File: config.mk
export PLATFORM = sky130hd
export DESIGN_NAME = validity_period_relative_codec
export DESIGN_NICKNAME = d
export VERILOG_FILES = /design/src/hdl/vprc_pkg.sv /design/src/hdl/vprc_classify.sv /design/src/hdl/validity_period_relative_codec.sv
export SDC_FILE = /design/constraint.sdc
export NUM_CORES = 2
export LEC_CHECK = 0
export ABC_AREA = 1
export ABC_CLOCK_PERIOD_IN_PS = 18990
export BUFFER_PORTS_ARGS = -buffer_cell sky130_fd_sc_hd__buf_2
export CAP_MARGIN = 25
export CELL_PAD_IN_SITES_DETAIL_PLACEMENT = 1
export CELL_PAD_IN_SITES_GLOBAL_PLACEMENT = 1
export CORE_MARGIN = 5
export CORE_UTILIZATION = 45
export CTS_BUF_LIST = sky130_fd_sc_hd__clkbuf_4 sky130_fd_sc_hd__clkbuf_8 sky130_fd_sc_hd__clkbuf_16
export DETAILED_ROUTE_END_ITERATION = 7
export HOLD_SLACK_MARGIN = 0.12
export MAX_ROUTING_LAYER = met4
export PLACE_DENSITY_LB_ADDON = 0.1
export SLEW_MARGIN = 25
export SYNTH_ARGS = -nofsm -noshare
export SYNTH_HDL_FRONTEND = slang
export SYNTH_HIERARCHICAL = 1
export SYNTH_SLANG_ARGS = --single-unit
export TNS_END_PERCENT = 5
File: constraint.sdc
create_clock -name clk -period 18.99 [get_ports clk]
set_input_delay 0.9495 -clock clk [delete_from_list [all_inputs] [get_ports clk]]
set_output_delay 0.9495 -clock clk [all_outputs]
set_load 0.05 [all_outputs]
File: src/hdl/vprc_pkg.sv
// Shared constants, types and helper functions for the validity period codec.
`timescale 1ns / 1ps
`default_nettype none

package vprc_pkg;

    // Duration constants in seconds
    localparam logic [31:0] DUR_5MIN   = 32'd300;
    localparam logic [31:0] DUR_30MIN  = 32'd1800;
    localparam logic [31:0] DUR_12HR   = 32'd43200;
    localparam logic [31:0] DUR_1DAY   = 32'd86400;
    localparam logic [31:0] DUR_1WEEK  = 32'd604800;
    localparam logic [31:0] DUR_2DAY   = 32'd172800;
    localparam logic [31:0] DUR_30DAY  = 32'd2592000;
    localparam logic [31:0] DUR_5WEEK  = 32'd3024000;
    localparam logic [31:0] DUR_63WEEK = 32'd38102400;

    // Code landmarks
    localparam logic [7:0] CODE_HALF_DAY  = 8'd143;
    localparam logic [7:0] CODE_DAY       = 8'd167;
    localparam logic [7:0] CODE_MONTH     = 8'd196;
    localparam logic [7:0] CODE_DAY_BASE  = 8'd166;
    localparam logic [7:0] CODE_WEEK_BASE = 8'd192;
    localparam logic [7:0] CODE_MAX       = 8'd255;

    // Operation codes
    localparam logic OP_ENCODE = 1'b0;
    localparam logic OP_DECODE = 1'b1;

    // Widths
    localparam int NUM_W  = 26;   // numerator / seconds width
    localparam int DIV_W  = 20;   // largest step (one week) fits here
    localparam int RCP_W  = 32;   // reciprocal scale 2^32
    localparam int QUO_W  = 8;

    // floor(2^32 / step); quotient estimate is exact or one low
    localparam logic [63:0] SCALE       = 64'd1 << RCP_W;
    localparam logic [31:0] RCP_MIN5    = 32'(SCALE / 64'd300);
    localparam logic [31:0] RCP_HALF_HR = 32'(SCALE / 64'd1800);
    localparam logic [31:0] RCP_DAY     = 32'(SCALE / 64'd86400);
    localparam logic [31:0] RCP_WEEK    = 32'(SCALE / 64'd604800);

    typedef enum logic [1:0] {
        BAND_MIN5    = 2'd0,
        BAND_HALF_HR = 2'd1,
        BAND_DAY     = 2'd2,
        BAND_WEEK    = 2'd3
    } band_t;

    // Classified item leaving the front stage
    typedef struct packed {
        logic             op;
        logic             sat;
        band_t            band;
        logic [NUM_W-1:0] num;   // encode numerator
        logic [7:0]       mult;  // decode step count
    } cls_t;

    function automatic logic [DIV_W-1:0] band_div(input band_t band);
        logic [DIV_W-1:0] d;
        case (band)
            BAND_MIN5:    d = DIV_W'(DUR_5MIN);
            BAND_HALF_HR: d = DIV_W'(DUR_30MIN);
            BAND_DAY:     d = DIV_W'(DUR_1DAY);
            BAND_WEEK:    d = DIV_W'(DUR_1WEEK);
            default:      d = DIV_W'(DUR_5MIN);
        endcase
        return d;
    endfunction

    function automatic logic [RCP_W-1:0] band_recip(input band_t band);
        logic [RCP_W-1:0] r;
        case (band)
            BAND_MIN5:    r = RCP_MIN5;
            BAND_HALF_HR: r = RCP_HALF_HR;
            BAND_DAY:     r = RCP_DAY;
            BAND_WEEK:    r = RCP_WEEK;
            default:      r = RCP_MIN5;
        endcase
        return r;
    endfunction

endpackage

`default_nettype wire

File: src/hdl/vprc_classify.sv
// Front stage logic: band selection, clamping and step count for both directions.
`timescale 1ns / 1ps
`default_nettype none

module vprc_classify (
    input  wire logic        operation,
    input  wire logic [31:0] duration_seconds,
    input  wire logic [7:0]  period_code,
    output vprc_pkg::cls_t   cls
);
    import vprc_pkg::*;

    always_comb
    begin
        cls      = '0;
        cls.op   = operation;
        cls.band = BAND_MIN5;
        if (operation == OP_ENCODE)
        begin
            if (duration_seconds <= DUR_12HR)
            begin
                cls.band = BAND_MIN5;
                cls.num  = (duration_seconds < DUR_5MIN) ? NUM_W'(DUR_5MIN)
                                                         : duration_seconds[NUM_W-1:0];
            end
            else if (duration_seconds <= DUR_1DAY)
            begin
                cls.band = BAND_HALF_HR;
                cls.num  = NUM_W'(duration_seconds - DUR_12HR);
            end
            else if (duration_seconds <= DUR_30DAY)
            begin
                cls.band = BAND_DAY;
                cls.num  = (duration_seconds < DUR_2DAY) ? NUM_W'(DUR_2DAY)
                                                         : duration_seconds[NUM_W-1:0];
            end
            else if (duration_seconds <= DUR_63WEEK)
            begin
                cls.band = BAND_WEEK;
                cls.num  = (duration_seconds < DUR_5WEEK) ? NUM_W'(DUR_5WEEK)
                                                          : duration_seconds[NUM_W-1:0];
            end
            else
            begin
                cls.band = BAND_WEEK;
                cls.sat  = 1'b1;
                cls.num  = NUM_W'(DUR_5WEEK);
            end
        end
        else
        begin
            if (period_code <= CODE_HALF_DAY)
            begin
                cls.band = BAND_MIN5;
                cls.mult = period_code + 8'd1;
            end
            else if (period_code <= CODE_DAY)
            begin
                cls.band = BAND_HALF_HR;
                cls.mult = period_code - CODE_HALF_DAY;
            end
            else if (period_code <= CODE_MONTH)
            begin
                cls.band = BAND_DAY;
                cls.mult = period_code - CODE_DAY_BASE;
            end
            else
            begin
                cls.band = BAND_WEEK;
                cls.mult = period_code - CODE_WEEK_BASE;
            end
        end
    end

endmodule

`default_nettype wire

File: src/hdl/validity_period_relative_codec.sv
// Top level: four-stage pipelined relative validity period encoder/decoder.
// The input transfer loads the classify register; reciprocal multiply, step
//   multiply and correct/offset then load the stage 2, stage 3 and output
//   registers in turn. Throughput: one item per cycle unless an untaken result
//   stalls the output; the step multiplier is shared by both directions.
// Reset: rst_n asynchronously clears all stage valid bits; payload is not reset.
`timescale 1ns / 1ps
`default_nettype none

module validity_period_relative_codec (
    input  wire logic        clk,
    input  wire logic        rst_n,
    input  wire logic        in_valid,
    output      logic        in_ready,
    input  wire logic        operation,
    input  wire logic [31:0] duration_seconds,
    input  wire logic [7:0]  period_code,
    output      logic        out_valid,
    input  wire logic        out_ready,
    output      logic [7:0]  code_out,
    output      logic [25:0] seconds_out,
    output      logic        saturated
);
    import vprc_pkg::*;

    // Whole pipe moves together; it halts only when the output holds an
    // untaken result, so nothing is dropped or repeated under a stall.
    logic adv;
    assign adv      = !out_valid || out_ready;
    assign in_ready = adv;

    // ---------------- stage 1: classify ----------------
    cls_t cls_next;
    cls_t s1_reg;
    logic s1_vld_reg;

    vprc_classify u_classify (
        .operation        (operation),
        .duration_seconds (duration_seconds),
        .period_code      (period_code),
        .cls              (cls_next)
    );

    // ---------------- stage 2: quotient estimate ----------------
    // q0 = floor(num * floor(2^32/D) / 2^32) is q or q-1
    logic [NUM_W+RCP_W-1:0] rcp_prod;
    logic [QUO_W-1:0]       q0_next;
    cls_t                   s2_reg;
    logic [QUO_W-1:0]       q0_reg;
    logic                   s2_vld_reg;

    assign rcp_prod = (NUM_W+RCP_W)'(s1_reg.num) * (NUM_W+RCP_W)'(band_recip(s1_reg.band));
    assign q0_next  = rcp_prod[RCP_W+QUO_W-1:RCP_W];

    // ---------------- stage 3: step multiply ----------------
    // Encode: q0*D for the remainder check. Decode: steps*D is the answer.
    logic [7:0]             mul_a;
    logic [DIV_W+7:0]       step_prod;
    cls_t                   s3_reg;
    logic [QUO_W-1:0]       q0_s3_reg;
    logic [NUM_W-1:0]       prod_reg;
    logic                   s3_vld_reg;

    assign mul_a     = (s2_reg.op == OP_DECODE) ? s2_reg.mult : q0_reg;
    assign step_prod = (DIV_W+8)'(mul_a) * (DIV_W+8)'(band_div(s2_reg.band));

    // ---------------- stage 4: correct and map to result ----------------
    logic [NUM_W:0]    rem;
    logic [QUO_W-1:0]  quo;
    logic [7:0]        code_next;
    logic [NUM_W-1:0]  secs_next;

    always_comb
    begin
        rem = {1'b0, s3_reg.num} - {1'b0, prod_reg};
        quo = (rem >= (NUM_W+1)'(band_div(s3_reg.band))) ? q0_s3_reg + 8'd1 : q0_s3_reg;
        case (s3_reg.band)
            BAND_MIN5:    code_next = quo - 8'd1;
            BAND_HALF_HR: code_next = quo + CODE_HALF_DAY;
            BAND_DAY:     code_next = quo + CODE_DAY_BASE;
            BAND_WEEK:    code_next = quo + CODE_WEEK_BASE;
            default:      code_next = quo;
        endcase
        if (s3_reg.sat)
        begin
            code_next = CODE_MAX;
        end
        // half-hour band counts from twelve hours
        secs_next = (s3_reg.band == BAND_HALF_HR) ? prod_reg + NUM_W'(DUR_12HR)
                                                  : prod_reg;
    end

    // ---------------- valid bits ----------------
    always_ff @(posedge clk or negedge rst_n)
    begin
        if (!rst_n)
        begin
            s1_vld_reg <= 1'b0;
            s2_vld_reg <= 1'b0;
            s3_vld_reg <= 1'b0;
            out_valid  <= 1'b0;
        end
        else if (adv)
        begin
            s1_vld_reg <= in_valid;
            s2_vld_reg <= s1_vld_reg;
            s3_vld_reg <= s2_vld_reg;
            out_valid  <= s3_vld_reg;
        end
    end

    // ---------------- payload ----------------
    always_ff @(posedge clk)
    begin
        if (adv)
        begin
            s1_reg    <= cls_next;
            s2_reg    <= s1_reg;
            q0_reg    <= q0_next;
            s3_reg    <= s2_reg;
            q0_s3_reg <= q0_reg;
            prod_reg  <= step_prod[NUM_W-1:0];
            if (s3_reg.op == OP_DECODE)
            begin
                code_out    <= 8'd0;
                seconds_out <= secs_next;
                saturated   <= 1'b0;
            end
            else
            begin
                code_out    <= code_next;
                seconds_out <= '0;
                saturated   <= s3_reg.sat;
            end
        end
    end

endmodule

`default_nettype wire

# Word level (Yosys, flattened, before mapping)
# Cells that the tools add are included.
# classes
add_sub_neg	12
n_mul	2
n_lt_le_gt_ge	11
n_eq_ne	9
muxes	23
n_reduce_logical	6
# op_table
cell	count
case mux 20 bit (4 select lines)	2
2-to-1 mux 26 bit	5
case mux 32 bit (4 select lines)	1
2-to-1 mux 28 bit	3
2-to-1 mux 8 bit	6
multiplier 26 x 32 -> 40 bit	1
less-or-equal comparator 32 x 16 -> 1 bit (second input constant)	1
less-or-equal comparator 32 x 17 -> 1 bit (second input constant)	1
less-or-equal comparator 32 x 22 -> 1 bit (second input constant)	1
less-or-equal comparator 32 x 26 -> 1 bit (second input constant)	1
less-than comparator 32 x 18 -> 1 bit (second input constant)	1
less-than comparator 32 x 22 -> 1 bit (second input constant)	1
less-than comparator 32 x 9 -> 1 bit (second input constant)	1
case mux 8 bit (4 select lines)	1
greater-or-equal comparator 27 x 20 -> 1 bit	1
subtractor 26 x 26 -> 27 bit	1
adder 26 x 16 -> 26 bit (second input constant)	1
multiplier 8 x 20 -> 26 bit	1
subtractor 26 x 16 -> 26 bit (second input constant)	1
adder 8 bit (second input constant)	3
less-or-equal comparator 8 bit (second input constant)	3
subtractor 8 bit (second input constant)	3
adder 8 x 1 -> 8 bit (second input constant)	2
== test 2 bit (second input constant)	6
8 further kinds	15
# word_totals
register_bits	187
in_bits	45
word_cells	87

# Longest topological paths before layout
# depth
word_depth	7
depth_mapped	37
mapped_depth_nobuf	36

# By module
# The synthesis kept the hierarchy.
# by_module_without_submodules
module	n_inst	cells_each	area_per_inst_um2	seq_area_each_um2
validity_period_relative_codec	1	3067	27771.6	5475.3
vprc_classify	1	437	2356.0	0.0

# Least setup slack after synthesis
# No wires, ideal clock.
# synth_timing
path_kind	register to register
from	register s1_reg[34] in the netlist's numbering
to	register q0_reg[4] (data pin)
setup_time_ps	252
t_arrival_ps	7036
t_required_ps	18738
slack_ps	11702
path_stages_with_launch	32
path_buffers	4
synth_period_minus_slack_ps	7288
cell_sequence	edfxtp_1 -> clkbuf_1 -> clkbuf_1 -> inv_1 -> ha_1 -> clkbuf_1 -> buf_1 -> nand2_1 -> inv_1 -> fa_1 -> inv_1 -> fa_1 -> inv_1 -> fa_1 -> inv_1 -> fa_1 -> inv_1 -> fa_1 -> fa_1 -> inv_1 -> fa_1 -> inv_1 -> ha_1 -> nand2_1 -> nor2_1 -> inv_1 -> nor3_1 -> inv_1 -> o211ai_1 -> nand2_1 -> nand3_1 -> nand2_1
# synth_between
elab_chain_cells	3
elab_cells_between_ends	6
# synth_lines
element	line_no	rtl
start: declaration	validity_period_relative_codec.sv:34	cls_t s1_reg;
start signal: assignment	validity_period_relative_codec.sv:117	s1_reg <= cls_next;
== test 2 bit (tied with other cells)	vprc_pkg.sv:73	case (band)
case mux 32 bit (4 select lines) (*)	vprc_pkg.sv:73	
multiplier 26 x 32 -> 40 bit (*)	validity_period_relative_codec.sv:52	assign rcp_prod = (NUM_W+RCP_W)'(s1_reg.num) * (NUM_W+RCP_W)'(band_recip(s1_reg.band));
net rcp_prod[36]	validity_period_relative_codec.sv:46	logic [NUM_W+RCP_W-1:0] rcp_prod;
end signal: assignment	validity_period_relative_codec.sv:119	q0_reg <= q0_next;
end: declaration	validity_period_relative_codec.sv:49	logic [QUO_W-1:0] q0_reg;
# Mark *: on every way through the listed nets, which the timed path passes. The rest lies on a longest branch. The select of a mux whose other input is x is not followed.
# A chain may end at the register's enable or synchronous reset.

# Final worst setup path
# Same ends and word-level chain as after synthesis.

==> summary.txt <==
Outcome
  • Outcome: completed

Detailed routing
  • Vias per cell: about 5.2
  • Antenna Nets Post-Route: 0
  • Vias: 22,900
  • DR WL/cell: 22.0 µm
  • DRC: 0
  • Final WL: 97,700 µm
  • Iteration-0 DRC Markers: ~1,300
  • DRT Pass-1 Iters: 7

Setup path
  • Reg2Reg Depth: 28
  • CP arrival: 8.64 ns
  • Crit path to: q0_reg[4]$_DFFE_PP_
  • Crit. path cell count: 28
  • Largest stage delay, worst path: ~0.6 ns
  • R2R setup slack: roughly 11 ns
  • CP top delay family: adder cells
  • CP max FO: 31
  • Buf+Inv Stages, Crit Path: 10
  • Setup crit end kind: register
  • Worst Setup SP: s1_reg[34]$_DFFE_PP_
  • Critical R2R Capture: q0_reg[4]$_DFFE_PP_
  • Worst Path Required: approximately 19 ns
  • RR Startpoint: s1_reg[34]$_DFFE_PP_
  • CP max-delay cell: ha_2
  • Most Frequent Cell on Critical Path: inv_1
  • Crit Path Category: reg -> reg
  • CP startpoint kind: register

Yosys
  • Post-synth EDFFs: 179
  • Post-synth ARST share: between 2 and 2.5%
  • Mapped Area: approximately 30,000 µm²
  • Mean post-synth cell area: about 8.6 µm²
  • Netlist cell types: 66
  • Register area share after synthesis: around 18%
  • Register bit total from synthesis: 183
  • Ys flop type: edfxtp_1
  • Mapped Cells: between 3,000 and 4,000
  • Yosys warns: 6

Timing
  • Final-report setup violation count: 0
  • Slew HR: around a third
  • Fin. Hold Viols: 0
  • Period minus WS final: approximately 8.4 ns
  • Pin slew with the least headroom to its limit: around 1.0 ns
  • RSZ-0062 raised after global routing: no
  • Total Neg Setup Slack: 0 ns
  • Final hold slack: around 0.25 ns
  • Slew Viols, Final: 0
  • Tcrit/Tclk final: 44.2%
  • Clk_skew: approximately 0.011 ns
  • Max Freq: ~0.12 GHz

Final layout
  • Cell area after layout: around 32,000 µm²
  • Share of cells above drive strength 1: ~6.7%
  • Final non-filler cell total: 4,442
  • Fillers: ~8,000
  • Area growth, synth to finish: 6.44%
  • Nets@finish: about 4,400

Clock network
  • Clock-pin slew on the worst setup and hold paths: around 0.080 ns
  • CTS buffer count: 17
  • Setup bufs post-CTS: 0
  • H-tree depth: 4
  • Clk_lat worst skew: between 0.4 and 0.5 ns
  • Clock sink total: ~180
  • CTS root buf: clkbuf_16
  • Resized Gates After CTS: 0
  • CTS Buffer Depth: 2
  • Cts hold-fix bufs: 0
  • CTS tree: done

Place
  • Cell count after placement: about 4,400
  • Dpl hpwl: roughly 86,000 µm
  • Port bufs: 79
  • Placed Area: 31,400 µm²
  • Gp weighted congestion: 0.989

Global routing
  • Pin count of the biggest net entering global routing: 69
  • Grt ovf: 0
  • Total GRT Usage: about 29%
  • Initial antenna violation count: 6
  • Vias in the first global route: 25,700
  • First-pass GRT wire length: ~150,000 µm

Die
  • Area of the die: roughly 72,000 µm²
  • Core ar.: 66,100 µm²
  • Io pins: between 80 and 90
  • Width of the chip: 269 µm
  • Rows: 94
  • Initial Util: approximately 46%
  • Die Ht: 269 µm

Hold path
  • Hold crit path type: in -> async

Job
  • Maxcap violations: 0
Yosys cell counts, drive strengths merged (2+ instances only):
cell     instances  area, µm²
nand3          113        631
a21oi          144        747
xor2            57        499
a31oi            4       31.3
nand3b           7       52.6
o2111ai          5       43.8
o21ai           96        507
mux2i            3       30.0
clkinv          11       48.8
o21bai           5       37.5
mux2             2       22.5
a21boi           2       26.3
buf             21        171
xnor2           20        175
nand4           21        131
clkbuf          39        148
or2              6       42.6
o21a             3       22.5
nor2           321       1310
a211oi           5       37.5
o211ai           8       60.1
nand2          612       2440
nor4             7       43.8
fa             481       9630
ha             306       3830
edfxtp         179       5380
nor3            22        110
inv            986       3710
o31ai            2       28.8
dfrtp            4        100
nor3b            3       22.5
cell type report:
cell class                      instances  area (µm²)  area share, %
Clock inverter                         15         208          0.648
Clock buffer                           17         425           1.33
Sequential cell                       183        5480           17.1
Inverter                              997        3750           11.7
Antenna cell                            6        15.0         0.0468
Timing Repair Buffer                   95         515           1.61
Multi-Input combinational cell       2265       20600           64.2
Tap cell                              864        1080           3.37
cells in the final DEF, fill, tap and decap left out, types with 10 or more instances in the layout:
master,n
buf_4,16
nand2_2,25
nor3_1,22
clkbuf_16,17
edfxtp_1,179
inv_1,965
nand2_1,576
nor2_2,13
a21oi_1,139
nand3_1,103
inv_2,19
o21ai_1,18
fa_1,481
ha_1,305
nand4_1,21
xor2_1,57
buf_2,79
nand2_4,10
o21ai_0,73
nor2_1,299
xnor2_1,20
worst min-delay path by stage:
| stage | to | cells past startpoint |
|---|---|---|
| detailed placement | s3_reg[10]$_DFFE_PP_ | 0 |
| finish | out_valid$_DFFE_PN0P_ | 1 |
| global route | out_valid$_DFFE_PN0P_ | 1 |
| floorplan | s2_reg[0]$_DFFE_PP_ | 0 |
| CTS | out_valid$_DFFE_PN0P_ | 1 |
| global placement | s2_reg[37]$_DFFE_PP_ | 0 |
worst register-to-register path, delay by kind of cell, from the launching register on:
kind / cells / cell delay (ns)
DFF: 1 / 0.37
adders and majority gates: 9 / 4.53
buffers and inverters: 10 / 1.84
and+or+nand+nor: 7 / 0.98
AOI/OAI and AO/OA: 2 / 0.46
kinds of logic after synthesis:
kind of cell | count (synthesis) | synth area share (%)
XOR/XNOR | 77 | 2.24
AND/OR/NAND/NOR | 1114 | 15.9
buffers and inverters | 1057 | 13.5
other | 1 | 0.0124
flip-flops | 183 | 18.2
adder cells (fa/ha/maj) | 787 | 44.7
AO/OA/AOI/OAI | 280 | 5.30
multiplexers | 5 | 0.174
metrics by stage:
| stage | util, % | setup slack, ns |
|---|---|---|
| 5_1_grt | 48.5 | 10.21 |
| 6_report | 48.5 | 10.60 |
| 4_1_cts | 48.5 | 10.65 |
| 3_5_place_dp | 47.5 | 10.65 |
| 3_3_place_gp | 47.5 | 10.77 |
| 2_1_floorplan | - | 11.70 |
routing by layer:
metal	track usage [%]	share of wire [%]	up-vias	wire, µm
met5	-	0	-	0
met4	10.2	3.7	0	3630
met3	6.09	5.9	126	5720
met2	47.1	49	571	47800
met1	35.6	42	11600	40600
li1	-	-	10700	-
Power is left out: the tool's default activity adds up to more than one toggle a clock period on the data nets, which glitch-free logic cannot reach.
